`src/aeske_pkg.sv`:
```
// Package for the AES-128 key expansion block.
// Holds the key types, the AES S-box, the round constants and the round-count constants.
// Depends on nothing; every other file of the block imports it.
package aeske_pkg;

	localparam int unsigned KEY_WORDS  = 4;
	localparam int unsigned WORD_W     = 32;
	localparam int unsigned KEY_W      = KEY_WORDS * WORD_W;
	localparam int unsigned HALF_W     = KEY_W / 2;
	localparam int unsigned ROUND_W    = 4;
	localparam int unsigned ROUND_KEYS = 11;

	localparam logic [ROUND_W-1:0] LAST_ROUND = ROUND_W'(ROUND_KEYS - 1);

	typedef logic [WORD_W-1:0] word_t;
	typedef logic [KEY_W-1:0]  key_t;
	typedef logic [HALF_W-1:0] half_t;
	typedef logic [ROUND_W-1:0] round_t;
	typedef logic [7:0]        byte_t;

	// Standard FIPS-197 substitution table.
	localparam byte_t SBOX [256] = '{
		8'h63, 8'h7c, 8'h77, 8'h7b, 8'hf2, 8'h6b, 8'h6f, 8'hc5,
		8'h30, 8'h01, 8'h67, 8'h2b, 8'hfe, 8'hd7, 8'hab, 8'h76,
		8'hca, 8'h82, 8'hc9, 8'h7d, 8'hfa, 8'h59, 8'h47, 8'hf0,
		8'had, 8'hd4, 8'ha2, 8'haf, 8'h9c, 8'ha4, 8'h72, 8'hc0,
		8'hb7, 8'hfd, 8'h93, 8'h26, 8'h36, 8'h3f, 8'hf7, 8'hcc,
		8'h34, 8'ha5, 8'he5, 8'hf1, 8'h71, 8'hd8, 8'h31, 8'h15,
		8'h04, 8'hc7, 8'h23, 8'hc3, 8'h18, 8'h96, 8'h05, 8'h9a,
		8'h07, 8'h12, 8'h80, 8'he2, 8'heb, 8'h27, 8'hb2, 8'h75,
		8'h09, 8'h83, 8'h2c, 8'h1a, 8'h1b, 8'h6e, 8'h5a, 8'ha0,
		8'h52, 8'h3b, 8'hd6, 8'hb3, 8'h29, 8'he3, 8'h2f, 8'h84,
		8'h53, 8'hd1, 8'h00, 8'hed, 8'h20, 8'hfc, 8'hb1, 8'h5b,
		8'h6a, 8'hcb, 8'hbe, 8'h39, 8'h4a, 8'h4c, 8'h58, 8'hcf,
		8'hd0, 8'hef, 8'haa, 8'hfb, 8'h43, 8'h4d, 8'h33, 8'h85,
		8'h45, 8'hf9, 8'h02, 8'h7f, 8'h50, 8'h3c, 8'h9f, 8'ha8,
		8'h51, 8'ha3, 8'h40, 8'h8f, 8'h92, 8'h9d, 8'h38, 8'hf5,
		8'hbc, 8'hb6, 8'hda, 8'h21, 8'h10, 8'hff, 8'hf3, 8'hd2,
		8'hcd, 8'h0c, 8'h13, 8'hec, 8'h5f, 8'h97, 8'h44, 8'h17,
		8'hc4, 8'ha7, 8'h7e, 8'h3d, 8'h64, 8'h5d, 8'h19, 8'h73,
		8'h60, 8'h81, 8'h4f, 8'hdc, 8'h22, 8'h2a, 8'h90, 8'h88,
		8'h46, 8'hee, 8'hb8, 8'h14, 8'hde, 8'h5e, 8'h0b, 8'hdb,
		8'he0, 8'h32, 8'h3a, 8'h0a, 8'h49, 8'h06, 8'h24, 8'h5c,
		8'hc2, 8'hd3, 8'hac, 8'h62, 8'h91, 8'h95, 8'he4, 8'h79,
		8'he7, 8'hc8, 8'h37, 8'h6d, 8'h8d, 8'hd5, 8'h4e, 8'ha9,
		8'h6c, 8'h56, 8'hf4, 8'hea, 8'h65, 8'h7a, 8'hae, 8'h08,
		8'hba, 8'h78, 8'h25, 8'h2e, 8'h1c, 8'ha6, 8'hb4, 8'hc6,
		8'he8, 8'hdd, 8'h74, 8'h1f, 8'h4b, 8'hbd, 8'h8b, 8'h8a,
		8'h70, 8'h3e, 8'hb5, 8'h66, 8'h48, 8'h03, 8'hf6, 8'h0e,
		8'h61, 8'h35, 8'h57, 8'hb9, 8'h86, 8'hc1, 8'h1d, 8'h9e,
		8'he1, 8'hf8, 8'h98, 8'h11, 8'h69, 8'hd9, 8'h8e, 8'h94,
		8'h9b, 8'h1e, 8'h87, 8'he9, 8'hce, 8'h55, 8'h28, 8'hdf,
		8'h8c, 8'ha1, 8'h89, 8'h0d, 8'hbf, 8'he6, 8'h42, 8'h68,
		8'h41, 8'h99, 8'h2d, 8'h0f, 8'hb0, 8'h54, 8'hbb, 8'h16
	};

	// Round constant for the round key being formed; rounds outside 1 to 10 get zero.
	function automatic byte_t rcon(input round_t round);
		byte_t rc;
		unique case (round)
			4'd1:    rc = 8'h01;
			4'd2:    rc = 8'h02;
			4'd3:    rc = 8'h04;
			4'd4:    rc = 8'h08;
			4'd5:    rc = 8'h10;
			4'd6:    rc = 8'h20;
			4'd7:    rc = 8'h40;
			4'd8:    rc = 8'h80;
			4'd9:    rc = 8'h1b;
			4'd10:   rc = 8'h36;
			default: rc = 8'h00;
		endcase
		return rc;
	endfunction

endpackage

```
`src/aeske_if.sv`:
```
// Handshake channels of the AES-128 key expansion block.
// One channel carries cipher keys in, the other carries round keys out.
// Depends on aeske_pkg for the field types.
interface aeske_key_if;
	import aeske_pkg::*;

	logic  valid;
	logic  ready;
	half_t key_high;
	half_t key_low;

	modport source (output valid, output key_high, output key_low, input ready);
	modport sink (input valid, input key_high, input key_low, output ready);
endinterface

interface aeske_rk_if;
	import aeske_pkg::*;

	logic   valid;
	logic   ready;
	round_t round_index;
	half_t  round_key_high;
	half_t  round_key_low;
	logic   last_round;

	modport source (output valid, output round_index, output round_key_high,
		output round_key_low, output last_round, input ready);
	modport sink (input valid, input round_index, input round_key_high,
		input round_key_low, input last_round, output ready);
endinterface

```
`src/aeske_round.sv`:
```
// Shared round unit of the AES-128 key expansion block.
// Forms the next round key from the current one in one pass; used once per round.
// Depends on aeske_pkg for the S-box, round constants and key types.
module aeske_round (
	input  aeske_pkg::key_t   cur_key,
	input  aeske_pkg::round_t next_round,
	output aeske_pkg::key_t   next_key
);
	import aeske_pkg::*;

	word_t w0, w1, w2, w3;
	word_t rot_w;
	word_t sub_w;
	word_t temp_w;
	word_t n0, n1, n2, n3;

	assign w0 = cur_key[KEY_W-1 -: WORD_W];
	assign w1 = cur_key[KEY_W-WORD_W-1 -: WORD_W];
	assign w2 = cur_key[2*WORD_W-1 -: WORD_W];
	assign w3 = cur_key[WORD_W-1:0];

	assign rot_w = {w3[WORD_W-9:0], w3[WORD_W-1 -: 8]};

	always_comb begin
		for (int b = 0; b < 4; b++) begin
			sub_w[8*b +: 8] = SBOX[rot_w[8*b +: 8]];
		end
	end

	assign temp_w = sub_w ^ {rcon(next_round), 24'h000000};

	// Each word chains off the one before it.
	assign n0 = w0 ^ temp_w;
	assign n1 = w1 ^ n0;
	assign n2 = w2 ^ n1;
	assign n3 = w3 ^ n2;

	assign next_key = {n0, n1, n2, n3};
endmodule

```
`src/aes128_key_expansion.sv`:
```
// Top level of the AES-128 key expansion block.
// Holds the round sequencer and output register around the shared round unit.
// Depends on aeske_pkg, aeske_if and aeske_round.
//
// This block takes one 128-bit AES cipher key per item, byte 0 in the top bits of key_high,
// and returns the eleven round keys of the AES-128 key schedule as eleven items in order,
// round 0 (the cipher key itself) through round 10, with last_round set on round 10. Each
// round key comes from the previous one through a single round unit (four S-box lookups
// and a chain of word XORs), so one round key is formed per cycle unless the result side
// stalls the output register. The key input is not ready while a key is being expanded;
// it becomes ready in the cycle the round 10 key is loaded, so the next key can be taken
// in the same cycle as the last round key of the previous one enters the output register.
// A full output register separates the two sides, so a stalled result holds its value and
// the next key can be accepted while the last round key still waits to be taken.
module aes128_key_expansion (
	input  logic           clk,
	input  logic           arst_n,
	aeske_key_if.sink      key,
	aeske_rk_if.source     round_key
);
	import aeske_pkg::*;

	// Sequencer state: busy while round keys of the current cipher key remain to be loaded into the output register.
	logic   busy_q;
	round_t round_q;
	key_t   key_q;
	key_t   next_key;

	// Output register.
	logic   out_valid_q;
	key_t   out_key_q;
	round_t out_index_q;
	logic   out_last_q;

	logic   accept_in;
	logic   load_out;
	logic   last_load;
	round_t next_round;

	// A round key moves to the output register whenever the register is free or being emptied.
	assign load_out   = busy_q && (!out_valid_q || round_key.ready);
	assign last_load  = load_out && (round_q == LAST_ROUND);
	assign key.ready  = !busy_q || last_load;
	assign accept_in  = key.valid && key.ready;
	assign next_round = round_q + round_t'(1);

	aeske_round u_round (
		.cur_key    (key_q),
		.next_round (next_round),
		.next_key   (next_key)
	);

	always_ff @(posedge clk or negedge arst_n) begin
		if (!arst_n) begin
			busy_q      <= 1'b0;
			round_q     <= '0;
			out_valid_q <= 1'b0;
		end else begin
			// A new key can arrive in the same cycle the previous one finishes.
			if (accept_in) begin
				busy_q  <= 1'b1;
				round_q <= '0;
			end else if (load_out) begin
				round_q <= next_round;
				if (last_load) begin
					busy_q <= 1'b0;
				end
			end
			if (load_out) begin
				out_valid_q <= 1'b1;
			end else if (round_key.ready) begin
				out_valid_q <= 1'b0;
			end
		end
	end

	// Key and result payload carry no reset.
	always_ff @(posedge clk) begin
		if (accept_in) begin
			key_q <= {key.key_high, key.key_low};
		end else if (load_out) begin
			key_q <= next_key;
		end
		if (load_out) begin
			out_key_q   <= key_q;
			out_index_q <= round_q;
			out_last_q  <= (round_q == LAST_ROUND);
		end
	end

	assign round_key.valid          = out_valid_q;
	assign round_key.round_index    = out_index_q;
	assign round_key.round_key_high = out_key_q[KEY_W-1 -: HALF_W];
	assign round_key.round_key_low  = out_key_q[HALF_W-1:0];
	assign round_key.last_round     = out_last_q;
endmodule

```
`src/flat_wrapper.sv`:
```
// flat-port wrapper written by rule: the top's interface ports become plain ports
module aes128_key_expansion_flat import aeske_pkg::*;
  (clk, arst_n, key_valid, key_key_high, key_key_low, key_ready, round_key_valid, round_key_round_index, round_key_round_key_high, round_key_round_key_low, round_key_last_round, round_key_ready);
  aeske_key_if key_i ();
  aeske_rk_if round_key_i ();
  input  logic clk;
  input  logic arst_n;
  input wire logic [$bits(key_i.valid)-1:0] key_valid;
  input wire logic [$bits(key_i.key_high)-1:0] key_key_high;
  input wire logic [$bits(key_i.key_low)-1:0] key_key_low;
  output wire logic [$bits(key_i.ready)-1:0] key_ready;
  output wire logic [$bits(round_key_i.valid)-1:0] round_key_valid;
  output wire logic [$bits(round_key_i.round_index)-1:0] round_key_round_index;
  output wire logic [$bits(round_key_i.round_key_high)-1:0] round_key_round_key_high;
  output wire logic [$bits(round_key_i.round_key_low)-1:0] round_key_round_key_low;
  output wire logic [$bits(round_key_i.last_round)-1:0] round_key_last_round;
  input wire logic [$bits(round_key_i.ready)-1:0] round_key_ready;
  assign key_i.valid = key_valid;
  assign key_i.key_high = key_key_high;
  assign key_i.key_low = key_key_low;
  assign key_ready = key_i.ready;
  assign round_key_valid = round_key_i.valid;
  assign round_key_round_index = round_key_i.round_index;
  assign round_key_round_key_high = round_key_i.round_key_high;
  assign round_key_round_key_low = round_key_i.round_key_low;
  assign round_key_last_round = round_key_i.last_round;
  assign round_key_i.ready = round_key_ready;
  aes128_key_expansion u_core (.clk(clk), .arst_n(arst_n), .key(key_i), .round_key(round_key_i));
endmodule
```
`config.mk`:
```
export PLATFORM = sky130hd
export DESIGN_NAME = aes128_key_expansion_flat
export DESIGN_NICKNAME = d
export VERILOG_FILES = /design/src/aeske_pkg.sv /design/src/aeske_if.sv /design/src/aeske_round.sv /design/src/aes128_key_expansion.sv /design/src/flat_wrapper.sv
export SDC_FILE = /design/constraint.sdc
export NUM_CORES = 1
export LEC_CHECK = 0
export ABC_AREA = 1
export BUFFER_PORTS_ARGS = -buffer_cell sky130_fd_sc_hd__buf_2
export CAP_MARGIN = 20
export CORE_ASPECT_RATIO = 1.4
export CORE_MARGIN = 8
export CORE_UTILIZATION = 45
export DETAILED_ROUTE_END_ITERATION = 10
export SETUP_SLACK_MARGIN = 0.02
export SYNTH_ARGS = -nofsm -noshare
export SYNTH_HDL_FRONTEND = slang
export SYNTH_SLANG_ARGS = --single-unit
```
`constraint.sdc`:
```
create_clock -name clk -period 10.5 [get_ports clk]
set_input_delay 2.1 -clock clk [delete_from_list [all_inputs] [get_ports clk]]
set_output_delay 2.1 -clock clk [all_outputs]
set_load 0.05 [all_outputs]
```
# After elaboration in Yosys (flattened, before gate mapping)

Memory sizes are Yosys's and may differ from the RTL's.
Cells that the tools add are included.

Flip-flop bits (word level): 267
Memory bits (read-only): 8320
Input bits: 132
Output and inout bits: 135
Logic and storage cells: 55
Memories kept: 5

Memories:

| name            | words | bits a word | rd ports | clocked after Yosys merged registers in | write ports | RTL line          | source |
|---|---|---|---|---|---|---|---|
| (no name shown) | 256   | 8           | 1        | 0                                       | 0           | aeske_round.sv:26 | `sub_w[8*b +: 8] = SBOX[rot_w[8*b +: 8]];` |
| (no name shown) | 256   | 8           | 1        | 0                                       | 0           | aeske_round.sv:26 |  |
| (no name shown) | 256   | 8           | 1        | 0                                       | 0           | aeske_round.sv:26 |  |
| (no name shown) | 256   | 8           | 1        | 0                                       | 0           | aeske_round.sv:26 |  |
| (no name shown) | 16    | 8           | 1        | 0                                       | 0           | aeske_pkg.sv:60   | `unique case (round)` |

Add/sub/neg operators: 1
Magnitude comparators: 4
Equality and inequality tests: 1
Muxes and demuxes: 17
Bitwise gates (word level): 9
Reductions and logical operators: 11

Operator list:

| kind                | count |
|---|---|
| $mux 128            | 2 |
| $xor 32x32->32      | 5 |
| $mux 8              | 8 |
| $ge 9x9->1 const B  | 4 |
| $not 8->9           | 4 |
| $mux 4              | 2 |
| $reduce_bool 2->1   | 3 |
| $mux 1              | 5 |
| $add 4x1->4 const B | 1 |
| $eq 4x4->1 const B  | 1 |
| $logic_and 1x1->1   | 3 |
| $logic_not 1->1     | 2 |
| $logic_or 1x1->1    | 2 |
| $reduce_and 2->1    | 1 |

# Logic depth before layout (Yosys ltp)

Gate-level depths: netlist of run 1.

Depth in word-level cells: 11
Gate-level depth with buffers: 22
Mapped depth without buffers: 21

# Modules after synthesis

A second synthesis of run 1 with hierarchy kept.

Cells, all modules: 3874
Area total of the unflattened synthesis: 24776.3 µm²

By module, submodules not included:

| module               | instances | cells an instance | area an instance (µm²) | sequential area each (µm²) |
|---|---|---|---|---|
| aeske_round          | 1         | 3140              | 14730.4                | 0.0 |
| aes128_key_expansion | 1         | 734               | 10045.9                | 7987.7 |

# Least setup slack after synthesis of run 1

OpenSTA, ideal clock, no wires.

Path kind: input to register
Start point: input port round_key_ready
End point: register u_core.key_q[0], enable pin
Setup time: 1.129 ns
Arrival time: 4.993 ns
Required time: 9.371 ns
Path slack: 4.377 ns
Stages on the path: 7
Buffers on the path: 1
Cell sequence: inv_1 -> nand2_1 -> a21oi_1 -> nor2_1 -> inv_1 -> clkbuf_1 -> nand2_1

Cells in the longest elaborated chain, start to end: 6

Ends and longest elaborated chain:

| element                                | RTL line                   | source |
|---|---|---|
| start, declared                        | flat_wrapper.sv:17         | `input wire logic [$bits(round_key_i.ready)-1:0] round_key_ready;` |
| $logic_or 1x1->1 (*)                   | aes128_key_expansion.sv:41 | `assign load_out = busy_q && (!out_valid_q \|\| round_key.ready);` |
| $logic_and 1x1->1 (*)                  | aes128_key_expansion.sv:41 |  |
| $logic_and 1x1->1                      | aes128_key_expansion.sv:42 | `assign last_load = load_out && (round_q == LAST_ROUND);` |
| $logic_or 1x1->1                       | aes128_key_expansion.sv:43 | `assign key.ready = !busy_q \|\| last_load;` |
| $logic_and 1x1->1                      | aes128_key_expansion.sv:44 | `assign accept_in = key.valid && key.ready;` |
| $reduce_bool 2->1 (no source line) (*) | -                          |  |
| end signal, assigned                   | aes128_key_expansion.sv:80 | `key_q <= {key.key_high, key.key_low};` |
| end signal, assigned                   | aes128_key_expansion.sv:82 | `key_q <= next_key;` |
| end, declared                          | aes128_key_expansion.sv:26 | `key_t key_q;` |

Every way passes the cells marked *; elsewhere a longest branch is shown, timed or not.
A chain may end at the register's enable or synchronous reset.

# Worst setup path in the final report of run 1

Start point: input port round_key_ready
End point: output port key_ready

Cells in the longest elaborated chain, start to end: 4

Ends and longest elaborated chain:

| element           | RTL line                   | source |
|---|---|---|
| $logic_or 1x1->1  | aes128_key_expansion.sv:41 |  |
| $logic_and 1x1->1 | aes128_key_expansion.sv:41 |  |
| $logic_and 1x1->1 | aes128_key_expansion.sv:42 |  |
| $logic_or 1x1->1  | aes128_key_expansion.sv:43 |  |
| end, declared     | flat_wrapper.sv:11         | `output wire logic [$bits(key_i.ready)-1:0] key_ready;` |

No other way between the ends.

==> results of run 1 <==
[kinds of logic (layout without fill, tap and decap cells)]
group | after synthesis | in the layout | share of synthesized area
buf+inv | 450 | 571 | 0.0805
fa+ha+maj | 64 | 64 | 0.0337
compound gates | 274 | 274 | 0.0637
flops | 267 | 267 | 0.333
other cells | 0 | 2 | 0
simple gates | 2650 | 2650 | 0.486
xor+xnor | 9 | 9 | 0.00328
[layout make-up]
| type | instances | area, sq um |
|---|---|---|
| sequential | 267 | 7990 |
| multi-input combinational | 2997 | 14100 |
| clock buffer | 30 | 729 |
| clock inverter | 22 | 285 |
| antenna | 2 | 5.00 |
| timing repair buffer | 301 | 1610 |
| fill | 5716 | 26500 |
| inverter | 218 | 833 |
| tap | 714 | 893 |
[state kept, by name, indices dropped and copies added, names as in the netlist]
register and flops:
u_core.round_key.valid 1, u_core.round_q 4, u_core.key_q 128, u_core.round_key.round_index 4, u_core.round_key.last_round 1, u_core.busy_q 1, u_core.out_key_q 128
[metrics by stage]
step | hold WS [ns] | cells | area (sq um) | util
2_1_floorplan | 0.421 | 3714 | 24000 | -
3_3_place_gp | 0.452 | 4496 | 25400 | 0.480
3_5_place_dp | 0.464 | 4496 | 25400 | 0.480
4_1_cts | 0.480 | 4548 | 26400 | 0.499
5_1_grt | 0.488 | 4550 | 26400 | 0.500
6_report | 0.479 | 4551 | 26400 | 0.500
[synthesized netlist by cell type (all sizes together)]
master	count	area [sq um]
nor2	258	988
xnor2	4	35.0
nand4	23	144
o21a	1	7.51
nand3b	7	52.6
fa	1	20.0
clkinv	7	26.3
xor2	5	43.8
a31oi	96	601
o211ai	13	97.6
or2	2	12.5
inv	211	795
dfrtp	6	150
edfxtp	261	7840
o21ai	54	270
nor3	2	15.0
clkbuf	66	248
nand2	1145	4360
buf	166	865
nand3	1212	6100
a21oi	110	554
ha	63	788
nor2b	1	6.26
[how the worst min path moves through the flow]
stage               slack (ns)               endpoint  cells past startpoint
CTS                       0.48   u_core.out_key_q[59]                      0
global route              0.49  u_core.out_key_q[120]                      0
finish                    0.48   u_core.out_key_q[59]                      0
floorplan                 0.42   u_core.out_key_q[13]                      0
global placement          0.45  u_core.out_key_q[104]                      0
detailed placement        0.46   u_core.out_key_q[59]                      0
[per-layer routing]
metal,global-route usage,part of all wire
met5,0,0.00011
met4,0.201,0.067
met2,0.557,0.47
met3,0.0543,0.096
met1,0.407,0.37
==> metrics.txt, run 1 <==
run status finished clean; Num CTS Buffers 28; drt total wl 107000 um; fmax 200 MHz; CP arrival 2.89 ns; slowest stage delay, CP 0.28 ns; vias in the first global route 26000; Worst Tran Pin Value 1.02 ns; first-pass GRT wire length 159000 um; Final setup viols 0; die area 61100 sq um; commonest non-fill, non-tap cell in the layout nand3_1; Setup Fix Bufs, Post-CTS 0; Std-Cell Rows 100; worst-case clock buffer depth 3; Die Wd 211 um; Seq/Total Area, Yosys 0.333; R2R setup slack 6.20 ns; Register-to-Register Path Depth 17; CTS hold repair buffers 0; effective utilization at floorplan 0.454; cell depth of the worst setup path 6; commonest non-fill, non-tap cells in the layout 1206 x nand3_1, 1119 x nand2_1, 266 x buf_2, 261 x edfxtp_1, 251 x nor2_1; Wirelength per Cell 23.5 um; Hold Vio Cnt, Final 0; MaxCap Viol Count 0; final setup skew 0.0194 ns; Worst Hold Class reg -> reg; RSZ-0062 raised after global routing no; post-route setup slack 5.51 ns; share of layout cells above drive strength 1 0.108; Yosys reg bits 267; WP buf/inv 4; count of different cell masters after synthesis 36; CP max FO 3; IO Pins 267; CTS sink cnt 267; DIE HEIGHT 289 um; Sum Neg Setup Slack 0 ns; Rel. slew slack 0.316; mapped cell area 24000 sq um; RR Endpoint u_core.key_q[3]; Crit path required time 8.40 ns; Critical path origin round_key_ready; hold_sp u_core.key_q[59]; clock slew at reported path FFs 0.06 ns; total congestion overflow 0; DR DRC count 0; HPWL Detailed 75300 um; CP Capture Point key_ready; Area Overhead vs Synth 10.1%; Initial DRC Count 3968; r2r startpoint u_core.key_q[24]; syn_nets 3910; Nets 4009; core area 52900 sq um; dpl ws 5.48 ns; CP delay by family, top buffers and inverters; Total Routing Usage GR 0.336; Final min period 4.99 ns; CTS root buf clkbuf_16; slowest CP cell a21oi_1; Post-CTS Resized 0; clk_lat worst skew 0.60 ns; PortBufs 266; Mapped Cells 3714; Synthesis Warnings 0; crit-path cells buf_2, inv_1, nand2_1, a21oi_1, inv_1, buf_2; fin. max-slew vios 0; H-tree Lvls 1; Crit. End Element output pin; Tcrit/Tclk final 0.476; Routability Congestion 1.03; number of nets with antenna violations after routing 0; initial antenna violation count 2; Vias/cell 6.14; vias 27900; CTS tree done; startpoint class of the critical path input port; drt first pass iters 8; largest net degree at the start of global routing 113; Avg Cell Area, Syn 6.47 sq um; WS Path Type in -> out
Power of run 1 is not shown: default switching activity piles up to over one toggle a cycle in this logic, so the estimate is an artifact.
==> run 2, diff against run 1 <==
==> constraint.sdc (replaced) <==
create_clock -name clk -period 4.6 [get_ports clk]
set_input_delay 0.92 -clock clk [delete_from_list [all_inputs] [get_ports clk]]
set_output_delay 0.92 -clock clk [all_outputs]
set_load 0.05 [all_outputs]
==> run 2 against run 1 <==
Compared with the run above:
- flip-flop and latch count stayed put
- sequential share of layout area is 0.24 points lower
- hold slack worse by 0.34 ns
- critical path depth is 13 higher
- clock-buffer cell count is 16 higher
- final area is 0.79% higher
- via count is 1.2% higher
- final cell count is 0.75% higher
- non-clock buffer count is 32 higher
- highest routed layer unchanged
==> metrics.txt, run 2 (synthesis results as in run 1) <==
startpoint class of the critical path flop; initial antenna violation count 5; worst-case clock buffer depth 3; Worst Tran Pin Value 0.997 ns; Vias/cell 6.17; CP arrival 4.43 ns; Area Overhead vs Synth 11.0%; # fillers 5528; top flop regs u_core.key_q: 128 flops, u_core.out_key_q: 128 flops; total congestion overflow 0; Setup Fix Bufs, Post-CTS 0; CTS tree done; WS Path Type reg -> reg; final setup skew 0.0179 ns; Final setup viols 0; Crit. End Element flop; CTS sink cnt 267; CTS root buf clkbuf_16; share of layout cells above drive strength 1 0.114; fmax 245 MHz; largest net degree at the start of global routing 162; core area 52900 sq um; PortBufs 266; first-pass GRT wire length 164000 um; Std-Cell Rows 100; commonest non-fill, non-tap cell in the layout nand3_1; die area 61100 sq um; Sum Neg Setup Slack 0 ns; Final min period 4.08 ns; Routability Congestion 1.05; Post-CTS Resized 0; Die Wd 211 um; Worst Hold Class in -> async; Rel. slew slack 0.335; Crit path required time 4.95 ns; Diodes inserted 0; HPWL Detailed 79700 um; CTS hold repair buffers 0; vias 28300; drt total wl 110000 um; vias in the first global route 26600; Tcrit/Tclk final 0.887; IO Pins 267; effective utilization at floorplan 0.454; MaxCap Viol Count 0; H-tree Lvls 1; fin. max-slew vios 0; DR DRC count 0; drt first pass iters 9; Wirelength per Cell 24.0 um; run status finished clean; Nets 4043; Total Routing Usage GR 0.348; commonest non-fill, non-tap cells in the layout 1206 x nand3_1, 1119 x nand2_1, 266 x buf_2, 261 x edfxtp_1, 251 x nor2_1; RSZ-0062 raised after global routing no; DIE HEIGHT 289 um; Initial DRC Count 3809; Hold Vio Cnt, Final 0; Num CTS Buffers 30; clock slew at reported path FFs 0.06 ns; CP max FO 14; number of nets with antenna violations after routing 0; clk_lat worst skew 0.60 ns
-- run 2: routing by layer --
metal	vias up	wire length, um	global-route usage
met5	-	9	0
met2	1869	51700	0.579
met3	456	10000	0.0561
li1	13000	-	-
met1	13000	40300	0.413
met4	2	8170	0.223
-- run 2: critical path, cell delays in order (launching register included) --
cell      delay, ns
edfxtp_1       0.87
inv_2          0.30
ha_1           0.54
inv_1          0.12
nand2_2        0.32
nand2_1        0.28
inv_1          0.22
nand2_1        0.08
nand2_1        0.09
nand3_1        0.07
nand2_1        0.08
nand2_1        0.06
nand3_1        0.11
nand3_1        0.13
nand2_1        0.13
nand2_1        0.09
nand3_1        0.10
nand3_1        0.07
nand3_1        0.09
nand2_1        0.06
-- run 2: area by class of cell --
type	count	area, sq um	area share
repair buffers	333	1890	0.0710
clock buffers	46	892	0.0335
inverters	218	833	0.0313
well taps	714	893	0.0335
clock inverters	10	43.8	0.00164
flip-flops and latches	267	7990	0.300
multi-input cells	2997	14100	0.530
-- run 2: worst paths after layout --
path | start | slack, ns | cells past startpoint | end
hold / removal | arst_n | 0.14 | 1 | u_core.round_q[3]
setup reg to reg | u_core.key_q[17] | 0.52 | 19 | u_core.key_q[30]
hold reg to reg | u_core.key_q[93] | 0.48 | 0 | u_core.out_key_q[93]
max in group asynchronous | arst_n | 4.30 | 1 | u_core.busy_q
setup / recovery | u_core.key_q[17] | 0.52 | 19 | u_core.key_q[30]
min in group clk | u_core.key_q[93] | 0.48 | 0 | u_core.out_key_q[93]
-- run 2: per-stage QoR --
| step | hold WS [ns] | setup slack, ns | util | instances | instance area, sq um |
|---|---|---|---|---|---|
| 2_1_floorplan | 0.421 | 0.352 | - | 3714 | 24000 |
| 3_3_place_gp | 0.457 | 0.682 | 0.485 | 4528 | 25700 |
| 3_5_place_dp | 0.464 | 0.695 | 0.486 | 4529 | 25700 |
| 4_1_cts | 0.114 | 0.669 | 0.504 | 4585 | 26700 |
| 5_1_grt | 0.137 | 0.380 | 0.504 | 4585 | 26700 |
| 6_report | 0.143 | 0.521 | 0.504 | 4585 | 26700 |
Power of run 2 is left out for the same reason.
